[src/rtl/core/motor_feedback_multiturn_angle_assert.svh]
// ----------------------------------------------------------------------------
// Assertion macros for the motor feedback multi-turn angle block
// Implication checks in the same cycle and in the next cycle.
// ----------------------------------------------------------------------------
`ifndef MOTOR_FEEDBACK_MULTITURN_ANGLE_ASSERT_SVH
`define MOTOR_FEEDBACK_MULTITURN_ANGLE_ASSERT_SVH

`ifndef SYNTHESIS
`define MFMA_ASSERT_SAME(label, clk, rst, ante, cons) \
   label: assert property (@(posedge clk) disable iff (rst) (ante) |-> (cons)) \
      else $error("mfma same-cycle check failed");
`define MFMA_ASSERT_NEXT(label, clk, rst, ante, cons) \
   label: assert property (@(posedge clk) disable iff (rst) (ante) |=> (cons)) \
      else $error("mfma next-cycle check failed");
`else
`define MFMA_ASSERT_SAME(label, clk, rst, ante, cons)
`define MFMA_ASSERT_NEXT(label, clk, rst, ante, cons)
`endif

`endif

[src/rtl/core/mfma_pkg.sv]
// ----------------------------------------------------------------------------
// mfma_pkg
// Types and constants shared by the motor feedback multi-turn angle block.
// ----------------------------------------------------------------------------
package mfma_pkg;

   localparam int SLOT_COUNT    = 10;
   localparam int SLOT_W        = 4;
   localparam int ENCODER_RANGE = 8192;
   localparam int CSR_INDEX_W   = 2;
   localparam int CSR_DATA_W    = 32;
   localparam int TYPES_W       = 2 * SLOT_COUNT;

   localparam logic [3:0]  FRAME_LENGTH = 4'd8;
   localparam logic [10:0] ID_FIRST     = 11'h201;
   localparam logic [10:0] ID_SECOND    = 11'h202;
   localparam logic [10:0] ID_FOURTH    = 11'h204;
   localparam logic [10:0] ID_FIFTH     = 11'h205;
   localparam logic [10:0] ID_EIGHTH    = 11'h208;
   localparam logic [SLOT_W-1:0] SLOT_GIMBAL_BASE  = 4'd8;
   localparam logic [SLOT_W-1:0] SLOT_CHASSIS_HIGH = 4'd4;

   localparam logic [TYPES_W-1:0]    TYPES_RESET        = '0;
   localparam logic [CSR_DATA_W-1:0] SCALE_DIRECT_RESET = 32'd188743680;
   localparam logic [CSR_DATA_W-1:0] SCALE_LARGE_RESET  = 32'd9828757;
   localparam logic [CSR_DATA_W-1:0] SCALE_SMALL_RESET  = 32'd5242880;

   typedef enum logic [CSR_INDEX_W-1:0] {
      CSR_SLOT_TYPES   = 2'd0,
      CSR_SCALE_DIRECT = 2'd1,
      CSR_SCALE_LARGE  = 2'd2,
      CSR_SCALE_SMALL  = 2'd3
   } csr_index_type;

   typedef enum logic [1:0] {
      MOTOR_NONE         = 2'd0,
      MOTOR_DIRECT       = 2'd1,
      MOTOR_GEARED_LARGE = 2'd2,
      MOTOR_GEARED_SMALL = 2'd3
   } motor_kind_type;

   typedef struct packed {
      logic        bus_select;
      logic [10:0] frame_id;
      logic [3:0]  length_code;
      logic [63:0] frame_bytes;
   } req_data_type;

   typedef struct packed {
      logic               accepted;
      logic [3:0]         slot_index;
      logic signed [15:0] encoder_value;
      logic signed [15:0] velocity_value;
      logic signed [15:0] current_value;
      logic [7:0]         temperature_value;
      logic signed [63:0] total_angle;
   } rsp_data_type;

   typedef struct packed {
      logic [TYPES_W-1:0]    slot_motor_types;
      logic [CSR_DATA_W-1:0] scale_direct;
      logic [CSR_DATA_W-1:0] scale_geared_large;
      logic [CSR_DATA_W-1:0] scale_geared_small;
   } cfg_type;

   typedef struct packed {
      logic              hit;
      logic [SLOT_W-1:0] slot;
   } route_type;

endpackage

[src/rtl/core/mfma_csr.sv]
// ----------------------------------------------------------------------------
// mfma_csr
// Configuration registers: motor type map and the three scale factors.
// ----------------------------------------------------------------------------
module mfma_csr (
   input  logic                                clock,
   input  logic                                reset,
   input  logic                                csr_valid,
   output logic                                csr_ready,
   input  logic [mfma_pkg::CSR_INDEX_W-1:0]    csr_index,
   input  logic [mfma_pkg::CSR_DATA_W-1:0]     csr_data,
   output mfma_pkg::cfg_type                   cfg
);

   mfma_pkg::cfg_type cfg_ff;
   mfma_pkg::cfg_type cfg_in;

   assign csr_ready = 1'b1;
   assign cfg       = cfg_ff;

   always_comb begin
      cfg_in = cfg_ff;
      if (csr_valid) begin
         case (mfma_pkg::csr_index_type'(csr_index))
            mfma_pkg::CSR_SLOT_TYPES:
               cfg_in.slot_motor_types = csr_data[mfma_pkg::TYPES_W-1:0];
            mfma_pkg::CSR_SCALE_DIRECT: cfg_in.scale_direct       = csr_data;
            mfma_pkg::CSR_SCALE_LARGE:  cfg_in.scale_geared_large = csr_data;
            mfma_pkg::CSR_SCALE_SMALL:  cfg_in.scale_geared_small = csr_data;
            default: cfg_in = cfg_ff;
         endcase
      end
   end

   always_ff @(posedge clock) begin
      if (reset) begin
         cfg_ff.slot_motor_types   <= mfma_pkg::TYPES_RESET;
         cfg_ff.scale_direct       <= mfma_pkg::SCALE_DIRECT_RESET;
         cfg_ff.scale_geared_large <= mfma_pkg::SCALE_LARGE_RESET;
         cfg_ff.scale_geared_small <= mfma_pkg::SCALE_SMALL_RESET;
      end else begin
         cfg_ff <= cfg_in;
      end
   end

endmodule

[src/rtl/core/mfma_route.sv]
// ----------------------------------------------------------------------------
// mfma_route
// Maps bus, identifier and length code of a frame to a motor slot.
// ----------------------------------------------------------------------------
module mfma_route (
   input  logic                bus_select,
   input  logic [10:0]         frame_id,
   input  logic [3:0]          length_code,
   output mfma_pkg::route_type route
);

   logic [10:0] offset_gimbal;
   logic [10:0] offset_chassis_high;
   logic [10:0] offset_chassis_low;

   assign offset_gimbal       = frame_id - mfma_pkg::ID_FIRST;
   assign offset_chassis_high = frame_id - mfma_pkg::ID_FIFTH;
   assign offset_chassis_low  = frame_id - mfma_pkg::ID_FIRST;

   always_comb begin
      route.hit  = 1'b0;
      route.slot = '0;
      if (length_code == mfma_pkg::FRAME_LENGTH) begin
         if (!bus_select) begin
            if (frame_id inside {[mfma_pkg::ID_FIRST:mfma_pkg::ID_SECOND]}) begin
               route.hit  = 1'b1;
               route.slot = mfma_pkg::SLOT_GIMBAL_BASE
                          + offset_gimbal[mfma_pkg::SLOT_W-1:0];
            end else if (frame_id inside {[mfma_pkg::ID_FIFTH:mfma_pkg::ID_EIGHTH]}) begin
               route.hit  = 1'b1;
               route.slot = mfma_pkg::SLOT_CHASSIS_HIGH
                          + offset_chassis_high[mfma_pkg::SLOT_W-1:0];
            end
         end else begin
            if (frame_id inside {[mfma_pkg::ID_FIRST:mfma_pkg::ID_FOURTH]}) begin
               route.hit  = 1'b1;
               route.slot = offset_chassis_low[mfma_pkg::SLOT_W-1:0];
            end
         end
      end
   end

endmodule

[src/rtl/core/mfma_angle.sv]
// ----------------------------------------------------------------------------
// mfma_angle
// Per-slot encoder history and saturating multi-turn angle accumulator.
// ----------------------------------------------------------------------------
module mfma_angle (
   input  logic                      clock,
   input  logic                      reset,
   input  logic                      advance,
   input  mfma_pkg::route_type       route,
   input  logic signed [15:0]        encoder_value,
   input  mfma_pkg::cfg_type         cfg,
   output logic signed [63:0]        total_angle
);

   localparam logic signed [17:0] RANGE_S = 18'(mfma_pkg::ENCODER_RANGE);
   localparam logic signed [63:0] ANGLE_MAX = {1'b0, {63{1'b1}}};
   localparam logic signed [63:0] ANGLE_MIN = {1'b1, {63{1'b0}}};

   logic signed [15:0] count_ff [mfma_pkg::SLOT_COUNT];
   logic signed [63:0] angle_ff [mfma_pkg::SLOT_COUNT];
   logic [mfma_pkg::SLOT_COUNT-1:0] seen_ff;

   mfma_pkg::motor_kind_type type_map [mfma_pkg::SLOT_COUNT];
   logic [mfma_pkg::SLOT_W-1:0] slot;
   mfma_pkg::motor_kind_type    slot_kind;
   logic [31:0]                 scale;
   logic                        seen;
   logic signed [15:0]          last;
   logic signed [63:0]          angle_old;
   logic signed [17:0]          direct;
   logic signed [17:0]          wrapped;
   logic [17:0]                 abs_direct;
   logic [17:0]                 abs_wrapped;
   logic signed [17:0]          step;
   logic signed [50:0]          product;
   logic signed [64:0]          sum;
   logic signed [63:0]          angle_in;
   logic signed [15:0]          count_in;
   logic                        update;

   always_comb begin
      for (int s = 0; s < mfma_pkg::SLOT_COUNT; s++) begin
         type_map[s] = mfma_pkg::motor_kind_type'(cfg.slot_motor_types[2*s +: 2]);
      end
   end

   assign slot       = route.hit ? route.slot : '0;
   assign slot_kind  = type_map[slot];
   assign seen       = seen_ff[slot];
   assign last       = count_ff[slot];
   assign angle_old  = seen ? angle_ff[slot] : '0;

   always_comb begin
      case (slot_kind)
         mfma_pkg::MOTOR_DIRECT:       scale = cfg.scale_direct;
         mfma_pkg::MOTOR_GEARED_LARGE: scale = cfg.scale_geared_large;
         mfma_pkg::MOTOR_GEARED_SMALL: scale = cfg.scale_geared_small;
         default:                      scale = '0;
      endcase
   end

   always_comb begin
      direct = 18'(encoder_value) - 18'(last);
      if (encoder_value < last) begin
         wrapped = direct + RANGE_S;
      end else if (encoder_value > last) begin
         wrapped = direct - RANGE_S;
      end else begin
         wrapped = '0;
      end
      abs_direct  = direct[17]  ? 18'(-direct)  : 18'(direct);
      abs_wrapped = wrapped[17] ? 18'(-wrapped) : 18'(wrapped);
      step        = (abs_wrapped > abs_direct) ? direct : wrapped;
   end

   assign product = 51'(step) * 51'($signed({1'b0, scale}));
   assign sum     = 65'(angle_old) + 65'(product);

   always_comb begin
      if (!seen) begin
         angle_in = '0;
      end else if (sum[64] != sum[63]) begin
         angle_in = sum[64] ? ANGLE_MIN : ANGLE_MAX;
      end else begin
         angle_in = sum[63:0];
      end
   end

   assign count_in    = encoder_value;
   assign update      = advance && route.hit && (slot_kind != mfma_pkg::MOTOR_NONE);
   assign total_angle = (slot_kind != mfma_pkg::MOTOR_NONE) ? angle_in : angle_old;

   always_ff @(posedge clock) begin
      if (reset) begin
         seen_ff <= '0;
      end else if (update) begin
         seen_ff[slot] <= 1'b1;
      end
   end

   always_ff @(posedge clock) begin
      if (update) begin
         count_ff[slot] <= count_in;
         angle_ff[slot] <= angle_in;
      end
   end

endmodule

[src/rtl/core/motor_feedback_multiturn_angle.sv]
// ----------------------------------------------------------------------------
// motor_feedback_multiturn_angle
// Routes motor feedback frames to slots, unpacks them and keeps the
// multi-turn angle of every slot.
//
//   Channel   Direction  Handshake          Payload
//   req_      in         valid / stall      req_data_type
//   rsp_      out        valid / stall      rsp_data_type
//   csr_      in         valid / ready      index, data
//
// One request is taken every cycle while req_stall is low. The accepting edge
// loads the input register, and the result register loads from it when empty
// or not stalled; the result then shows on rsp_. The slot history is updated
// when a request moves into the result register, so the next request always
// sees it. Reset clears both valid flags and the slot history flags and
// returns the configuration registers to their defaults. A stalled result
// stalls the input register, and req_stall rises only when both hold.
// ----------------------------------------------------------------------------
module motor_feedback_multiturn_angle (
   input  logic                                clock,
   input  logic                                reset,
   input  logic                                req_valid,
   output logic                                req_stall,
   input  mfma_pkg::req_data_type              req_data,
   output logic                                rsp_valid,
   input  logic                                rsp_stall,
   output mfma_pkg::rsp_data_type              rsp_data,
   input  logic                                csr_valid,
   output logic                                csr_ready,
   input  logic [mfma_pkg::CSR_INDEX_W-1:0]    csr_index,
   input  logic [mfma_pkg::CSR_DATA_W-1:0]     csr_data
);

   mfma_pkg::cfg_type      cfg;
   mfma_pkg::route_type    route;
   mfma_pkg::req_data_type req_ff;
   mfma_pkg::rsp_data_type rsp_ff;
   mfma_pkg::rsp_data_type rsp_in;
   logic                   req_valid_ff;
   logic                   rsp_valid_ff;
   logic                   rsp_open;
   logic                   advance;
   logic signed [63:0]     total_angle;

   assign rsp_open  = !rsp_valid_ff || !rsp_stall;
   assign advance   = req_valid_ff && rsp_open;
   assign req_stall = req_valid_ff && !rsp_open;
   assign rsp_valid = rsp_valid_ff;
   assign rsp_data  = rsp_ff;

   mfma_csr u_csr (
      .clock     (clock),
      .reset     (reset),
      .csr_valid (csr_valid),
      .csr_ready (csr_ready),
      .csr_index (csr_index),
      .csr_data  (csr_data),
      .cfg       (cfg)
   );

   mfma_route u_route (
      .bus_select  (req_ff.bus_select),
      .frame_id    (req_ff.frame_id),
      .length_code (req_ff.length_code),
      .route       (route)
   );

   mfma_angle u_angle (
      .clock         (clock),
      .reset         (reset),
      .advance       (advance),
      .route         (route),
      .encoder_value (req_ff.frame_bytes[63:48]),
      .cfg           (cfg),
      .total_angle   (total_angle)
   );

   always_comb begin
      rsp_in = '0;
      if (route.hit) begin
         rsp_in.accepted          = 1'b1;
         rsp_in.slot_index        = route.slot;
         rsp_in.encoder_value     = req_ff.frame_bytes[63:48];
         rsp_in.velocity_value    = req_ff.frame_bytes[47:32];
         rsp_in.current_value     = req_ff.frame_bytes[31:16];
         rsp_in.temperature_value = req_ff.frame_bytes[15:8];
         rsp_in.total_angle       = total_angle;
      end
   end

   always_ff @(posedge clock) begin
      if (reset) begin
         req_valid_ff <= 1'b0;
         rsp_valid_ff <= 1'b0;
      end else begin
         if (!req_stall) begin
            req_valid_ff <= req_valid;
         end
         if (rsp_open) begin
            rsp_valid_ff <= req_valid_ff;
         end
      end
   end

   always_ff @(posedge clock) begin
      if (!req_stall) begin
         req_ff <= req_data;
      end
      if (advance) begin
         rsp_ff <= rsp_in;
      end
   end

`include "motor_feedback_multiturn_angle_assert.svh"

   `MFMA_ASSERT_SAME(a_reject_zero, clock, reset, rsp_valid && !rsp_data.accepted, rsp_data.total_angle == 64'sd0 && rsp_data.slot_index == 4'd0)
   `MFMA_ASSERT_SAME(a_slot_range, clock, reset, rsp_valid && rsp_data.accepted, rsp_data.slot_index < 4'd10)
   `MFMA_ASSERT_NEXT(a_take_fills, clock, reset, req_valid && !req_stall, req_valid_ff)
   `MFMA_ASSERT_SAME(a_stall_cause, clock, reset, req_stall, req_valid_ff && rsp_valid_ff && rsp_stall)

endmodule

[config.mk]
export PLATFORM = sky130hd
export DESIGN_NAME = motor_feedback_multiturn_angle
export DESIGN_NICKNAME = d
export VERILOG_FILES = /design/src/rtl/core/mfma_pkg.sv /design/src/rtl/core/mfma_csr.sv /design/src/rtl/core/mfma_route.sv /design/src/rtl/core/mfma_angle.sv /design/src/rtl/core/motor_feedback_multiturn_angle.sv
export VERILOG_INCLUDE_DIRS = /design/src /design/src/rtl/core
export SDC_FILE = /design/constraint.sdc
export NUM_CORES = 2
export LEC_CHECK = 0
export BUFFER_PORTS_ARGS = -buffer_cell sky130_fd_sc_hd__buf_2
export CAP_MARGIN = 20
export CORE_UTILIZATION = 50
export CTS_CLUSTER_DIAMETER = 40
export DETAILED_ROUTE_END_ITERATION = 10
export PLACE_DENSITY = 0.74
export SLEW_MARGIN = 20
export SYNTH_ARGS = -nofsm -noshare
export SYNTH_HDL_FRONTEND = slang
export SYNTH_SLANG_ARGS = --single-unit
export TNS_END_PERCENT = 30
[constraint.sdc]
create_clock -name clock -period 28.7 [get_ports clock]
set_input_delay 1.435 -clock clock [delete_from_list [all_inputs] [get_ports clock]]
set_output_delay 1.435 -clock clock [all_outputs]
set_load 0.03 [all_outputs]
After elaboration in Yosys (flattened, before gate mapping)
Memory sizes are Yosys's and may differ from the RTL's.
Cells that the tools add are included.
- bits of input ports: 119
- RAM bits: 800
- memories: 2
- register bits: 333
- memories (name ; words ; width ; read ports ; clocked after memory_dff ; wr ports ; line ; source):
    u_angle.angle_ff ; 10 ; 64 ; 1 ; 0 ; 1 ; mfma_angle.sv:20 ; logic signed [63:0] angle_ff [mfma_pkg::SLOT_COUNT];
    u_angle.count_ff ; 10 ; 16 ; 1 ; 0 ; 1 ; mfma_angle.sv:19 ; logic signed [15:0] count_ff [mfma_pkg::SLOT_COUNT];
- $mul: 1
- equal/unequal tests: 8
- multiplexer cells: 27
- $lt $le $gt $ge: 11
- bitwise gates (word level): 2
- reductions and logical operators: 18
- $add $sub $neg: 10
- operator list (operator ; number):
    64-bit 2-to-1 mux ; 5
    125-bit 2-to-1 mux ; 1
    32-bit one-hot mux with 3 select lines ; 1
    18-bit 2-to-1 mux ; 5
    64-bit by 51-bit adder with 65-bit output ; 1
    18-bit by 33-bit multiplier with 51-bit output ; 1
    18-bit negation ; 2
    11-bit by 10-bit <= comparator with 1-bit output (second input constant) ; 3
    5-bit 2-to-1 mux ; 5
    11-bit by 10-bit >= comparator with 1-bit output (second input constant) ; 2
    18-bit by 15-bit adder with 18-bit output (second input constant) ; 1
    18-bit > comparator ; 1
    18-bit by 15-bit subtractor with 18-bit output (second input constant) ; 1
    16-bit by 16-bit subtractor with 17-bit output ; 1
    16-bit > comparator ; 1
    16-bit < comparator ; 1
    10-bit bitwise OR ; 1
    2-bit binary-select mux with 4-bit select ; 1
    2-bit equality test (second input constant) ; 4
    1-bit logical AND ; 8
    2-bit AND reduction ; 4
    5-bit >= comparator (second input constant) ; 1
    4-bit by 5-bit < comparator with 1-bit output (second input constant) ; 1
    4-bit NOT with 5-bit output ; 1
    17 further kinds ; 24

Logic depth before layout (Yosys ltp)
An unclocked memory read counts as a cell.
- depth in word-level cells: 23
- depth in mapped cells: 78

By module
Synthesis repeated with hierarchy kept, for this count alone.
- cells, all modules: 5821
- area, all modules: 67628.6 µm²
- by module, submodules not included (module ; area each (µm²) ; times used ; cells an instance ; seq. area each (µm²)):
    mfma_angle ; 55842.3 ; 1 ; 5001 ; 24223.2
    motor_feedback_multiturn_angle ; 6874.1 ; 1 ; 343 ; 5955.7
    mfma_csr ; 4648.2 ; 1 ; 437 ; 2322.2
    mfma_route ; 264.0 ; 1 ; 40 ; 0.0

Worst setup path before layout
Ideal clock, no wire load.
- path type: register to register
- from: register req_ff[68] (netlist bit)
- to: memory u_angle.angle_ff[0][46], data pin
- period minus slack after synthesis: 16092 ps
- stages on the path, launching flop included: 70
- arrival time: 15867 ps
- setup time: 225 ps
- path slack: 12608 ps
- required time: 28475 ps
- path through: edfxtp_1 -> clkbuf_1 -> clkbuf_1 -> clkinv_1 -> buf_1 -> ha_1 -> and3b_1 -> nor3_1 -> o31ai_4 -> inv_2 -> buf_4 -> clkbuf_1 -> clkbuf_1 -> clkbuf_1 -> clkbuf_1 -> a211oi_1 -> nor3_1 -> ha_1 -> [34 not listed] -> inv_1 -> fa_1 -> fa_1 -> fa_1 -> fa_1 -> ha_1 -> clkbuf_1 -> nand2_1 -> nor3_1 -> inv_1 -> o31ai_1 -> nand3_1 -> a311oi_1 -> o311ai_1 -> xnor2_1 -> clkbuf_1 -> nor2_1 -> nor2_1
- word-level cells in the longest chain between the ends: 21
- elaborated cells on any way between the ends: 50
- those cells by class: add/sub (10); mul (1); order compare (8); eq/ne (4); mux (21); bitwise (1); reduce/logical (3); memory (2)
- ends and longest elaborated chain (what ; line ; source):
    start, declared ; motor_feedback_multiturn_angle.sv:36 ; mfma_pkg::req_data_type req_ff;
    start signal, assigned ; motor_feedback_multiturn_angle.sv:107 ; req_ff <= req_data;
    4-bit by 3-bit subtractor with 4-bit output, or another cell as far along ; mfma_route.sv:17 ; assign offset_chassis_high = frame_id - mfma_pkg::ID_FIFTH;
    3-bit by 4-bit adder with 4-bit output / 1-bit logical AND (equally long branches) ; mfma_route.sv:32, mfma_route.sv:29 ;
    5-bit 2-to-1 mux ; mfma_route.sv:29 ; end else if (frame_id inside {[mfma_pkg::ID_FIFTH:mfma_pkg::ID_EIGHTH]}) begin
    5-bit 2-to-1 mux ; mfma_route.sv:25 ; if (frame_id inside {[mfma_pkg::ID_FIRST:mfma_pkg::ID_SECOND]}) begin
    5-bit 2-to-1 mux (*) ; mfma_route.sv:24 ; if (!bus_select) begin
    5-bit 2-to-1 mux (*) ; mfma_route.sv:23 ; if (length_code == mfma_pkg::FRAME_LENGTH) begin
    4-bit 2-to-1 mux (*) ; mfma_angle.sv:47 ; assign slot = route.hit ? route.slot : '0;
    memory read 10 x 16 bit ; - ;
    [6 not listed] ; - ;
    18-bit > comparator ; mfma_angle.sv:73 ; step = (abs_wrapped > abs_direct) ? direct : wrapped;
    18-bit 2-to-1 mux ; mfma_angle.sv:73 ;
    18-bit by 33-bit multiplier with 51-bit output ; mfma_angle.sv:76 ; assign product = 51'(step) * 51'($signed({1'b0, scale}));
    64-bit by 51-bit adder with 65-bit output ; mfma_angle.sv:77 ; assign sum = 65'(angle_old) + 65'(product);
    64-bit 2-to-1 mux / 1-bit inequality test (equally long branches) ; mfma_angle.sv:83, mfma_angle.sv:82 ;
    64-bit 2-to-1 mux ; mfma_angle.sv:82 ; end else if (sum[64] != sum[63]) begin
    64-bit 2-to-1 mux (*) ; mfma_angle.sv:80 ; if (!seen) begin
    named net u_angle.angle_in[46] ; mfma_angle.sv:37 ; logic signed [63:0] angle_in;
    end, declared ; mfma_angle.sv:20 ;
Mark *: on every way through the listed nets, which the timed path passes. The rest lies on a longest branch. The select of a mux whose other input is x is not followed.

Worst setup path after layout
- from: register req_ff[68] (netlist bit)
- to: memory u_angle.angle_ff[4][23], data pin
Same word-level chain as after synthesis.

==> flow_summary_export.csv <==
group,metric,value,unit
clocking,insertion_delay,0.79,ns
pwr,sw_frac_of_total,30.73,%
clocking,h-tree-depth,4,
sta,drv_slew,0,
setup_path,slowest_delay,0.85,ns
clocking,cts_resized,0,
synth,synth.ff_latch_count,1125,
synth,synth.yosys.seq_area_share,47.83,%
finish,layout-area-overhead-vs-synth,11.81,%
worst_hold_path,hp-start,"u_csr.cfg[76]",
pwr,pwr-share-comb,20.7,%
synth,yosysWarnings,0,
sta,timing.final.crit_share,70.86,%
finish,drive_gt1_share,11.56,%
sta,period_needed,20.34,ns
clocking,root_buffer,"clkbuf_16",
setup_path,end_kind,"register",
sta,finalClockSkew,0.05251,ns
sta,relSlewSlack,19.88,%
setup_path,path_common_cell,"fa_1",
worst_hold_path,min_path_cells,2,
clocking,clk_pin_slew,0.06,ns
finish,nNetsFinal,7237,
routing,wl,202200,um
synth,yosys.area_share.simple,12.65,%
synth,synth.area.mux_share,1.821,%
synth,ys_async_sr_fraction,0,%
synth,synth-compound-area-share,10.45,%
clocking,cts.path.max_buffers,3,
synth,synth_edf_count,997,
finish,final_cells,8203,
sta,finalSetupViolations,0,
global_routing,grt-ovfl-total,0,
worst_hold_path,hold_end,"u_csr.cfg[76]",
pwr,power.net_switching,1386,uW
synth,syn_inst,6172,
synth,synth_top_family_by_area,"adder cells",
global_routing,grt_pass1_wl,302900,um
pwr,irDropWorstVdd,0.00007425,V
floorplanning,chipWidth,370.7,um
sta,hold_viol,0,
setup_path,worstPathMaxFanout,86,
setup_path,worstSetupPathType,"register to register",
floorplanning,boundaryPins,247,
setup_path,arrival,20.81,ns
synth,avgSynthCellArea,11.01,um^2
place,io_buffer_count,237,
synth,synthAdderAreaFrac,20.69,%
routing,wl_per_cell,24.65,um
clocking,cts_tree,"built",
routing,drcViolationCount,0,
setup_path,critPathRequiredTime,29.18,ns
synth,yosysUniqueCellTypes,92,
place,gp_congestion,0.9715,
setup_path,worstSetupStartpointType,"register",
global_routing,grt_usage,29.45,%
worst_hold_path,hold_class,"register to register",
routing,drt-initial-drc-count,6550,
floorplanning,core_area,0.1341,mm^2
routing,drt_first_pass_iters,6,
sta,rsz0062_at_grt,"false",
clocking,postCtsSetupBuffers,0,
pwr,power,4511,uW
global_routing,grt_pass1_vias,49680,
floorplanning,die-area,0.1374,mm^2
setup_path,r2r_cells,56,
synth,synth_area,0.06795,mm^2
global_routing,antenna_found_initial,19,
clocking,cts_num_sinks,1125,
place,place_area,0.07116,mm^2
finish,finish.utilization,56.65,%
sta,max_slew.worst_pin.slew,1.192,ns
routing,routed_via_density,6.100,
run,maxCapViolCount,0,
setup_path,r2r-end,"u_angle.angle_ff[4][23]",
setup_path,crit_buf_inv,9,
place,place_inst,7936,
floorplanning,row_count,134,
finish,layout_commonest_cell,"edfxtp_1",
place,dpl.hpwl,135200,um
synth,synth_xor_area_share,1.057,%
outcome,status,"finished clean",
setup_path,cpMaxStageDelayCell,"a2111oi_1",
finish,mostFrequentLayoutCells,"edfxtp_1, nand2_1, inv_1",
setup_path,crit_family,"simple AND/OR/NAND/NOR gates",
clocking,hold_buffers,0,
synth,synth-main-ff-cell,"edfxtp_1",
routing,ant_nets,0,
setup_path,reg2reg_from,"req_ff[68]",
pwr,pwr-share-clk,39.4,%
sta,tns,0,ns
pwr,p_leak,0.03003,uW
clocking,cts_buffers,142,
global_routing,grt_max_degree,146,
floorplanning,start_util,50.66,%
sta,max_freq,49.17,MHz
setup_path,rrSetupSlack,8.36,ns
pwr,p_int,3125,uW
pwr,seqPwrFrac,39.8,%
floorplanning,die_h,370.7,um
pwr,powerDensity,59.38,mW/mm^2
routing,vias,50040,
finish,final_area,0.07598,mm^2
==> per-stage QoR <==
stage	hold slack [ns]	worst slack, ns
finish	0.4507	8.363
global route	0.4655	7.510
CTS	0.4549	8.779
detailed placement	0.4467	8.943
global placement	0.4407	9.127
floorplan	0.4318	12.61
==> state kept, by name, summed over array words and instances, names as in the netlist <==
name,flops
u_angle.count_ff,160
u_csr.cfg,116
u_angle.angle_ff,640
u_angle.seen_ff,10
req_valid_ff,1
req_ff,72
rsp_data,125
rsp_valid,1
==> layout make-up <==
cell class              instances  area (um^2)
clock inverters               103         1100
flip-flops and latches       1125        32500
diodes                          5        12.51
multi-input cells            4080        32070
fillers                     10860        58150
well taps                    1768         2212
repair buffers                353         2095
clock buffers                 158         3676
inverters                     611         2308
==> per-layer routing <==
layer	wire length (um)	GRT usage (%)	vias to the layer above
li1	-	-	21600
met1	75490	38.71	24550
met2	88420	44.12	3241
met3	26900	9.220	625
met4	11220	14.62	18
met5	176	0	-
==> tightest hold or removal path: stages, from the launching register on <==
cell     delay [ns]
dfxtp_1        0.30
nand2_1        0.05
a21oi_1        0.05
==> worst max path at each step <==
stage	slack, ns	to	depth (start not counted)	from
after detailed placement	8.94	u_angle.angle_ff[0][25]	56	req_ff[68]
after floorplan	12.61	u_angle.angle_ff[0][46]	69	req_ff[68]
after global placement	9.13	u_angle.angle_ff[1][21]	56	req_ff[68]
after CTS	8.78	u_angle.angle_ff[7][25]	56	req_ff[68]
after global routing	7.51	u_angle.angle_ff[7][25]	62	req_ff[68]
final	8.36	u_angle.angle_ff[4][23]	56	req_ff[68]
==> power by group through the flow <==
stage | sequential, uW | clock (uW) | combinational (uW)
floorplan | 1840 | 0 | 589
global placement | 1830 | 0 | 894
detailed placement | 1830 | 0 | 896
CTS | 1800 | 1790 | 914
global route | 1800 | 1850 | 1010
finish | 1800 | 1780 | 936
==> kinds of logic after synthesis <==
family	after synthesis
xor gates and xnor gates	82
buffers and inverters	968
adders and majority gates	805
AOI/OAI and AO/OA	1100
muxes	110
and+or+nand+nor	1980
other	2
DFF	1125
==> Yosys cell counts, types with 40 or more instances <==
library cell | count | area [um^2]
edfxtp_1 | 997 | 29940
nand2_1 | 951 | 3570
inv_1 | 606 | 2275
nor2_1 | 533 | 2001
fa_1 | 531 | 10630
a21oi_1 | 279 | 1396
ha_1 | 274 | 3428
clkbuf_1 | 269 | 1010
o22ai_1 | 167 | 1045
o21ai_0 | 166 | 830.8
dfxtp_1 | 128 | 2562
and2_1 | 99 | 619.3
nor3_1 | 80 | 400.4
nand3_1 | 63 | 315.3
nand2b_1 | 60 | 375.4
a211oi_1 | 56 | 420.4
buf_2 | 55 | 275.3
mux2i_1 | 55 | 550.5
xnor2_1 | 55 | 481.7
o221ai_1 | 50 | 437.9
mux2_2 | 49 | 551.8
o21ai_1 | 44 | 220.2
o21a_1 | 40 | 300.3
(Power assumes the default switching activity.)
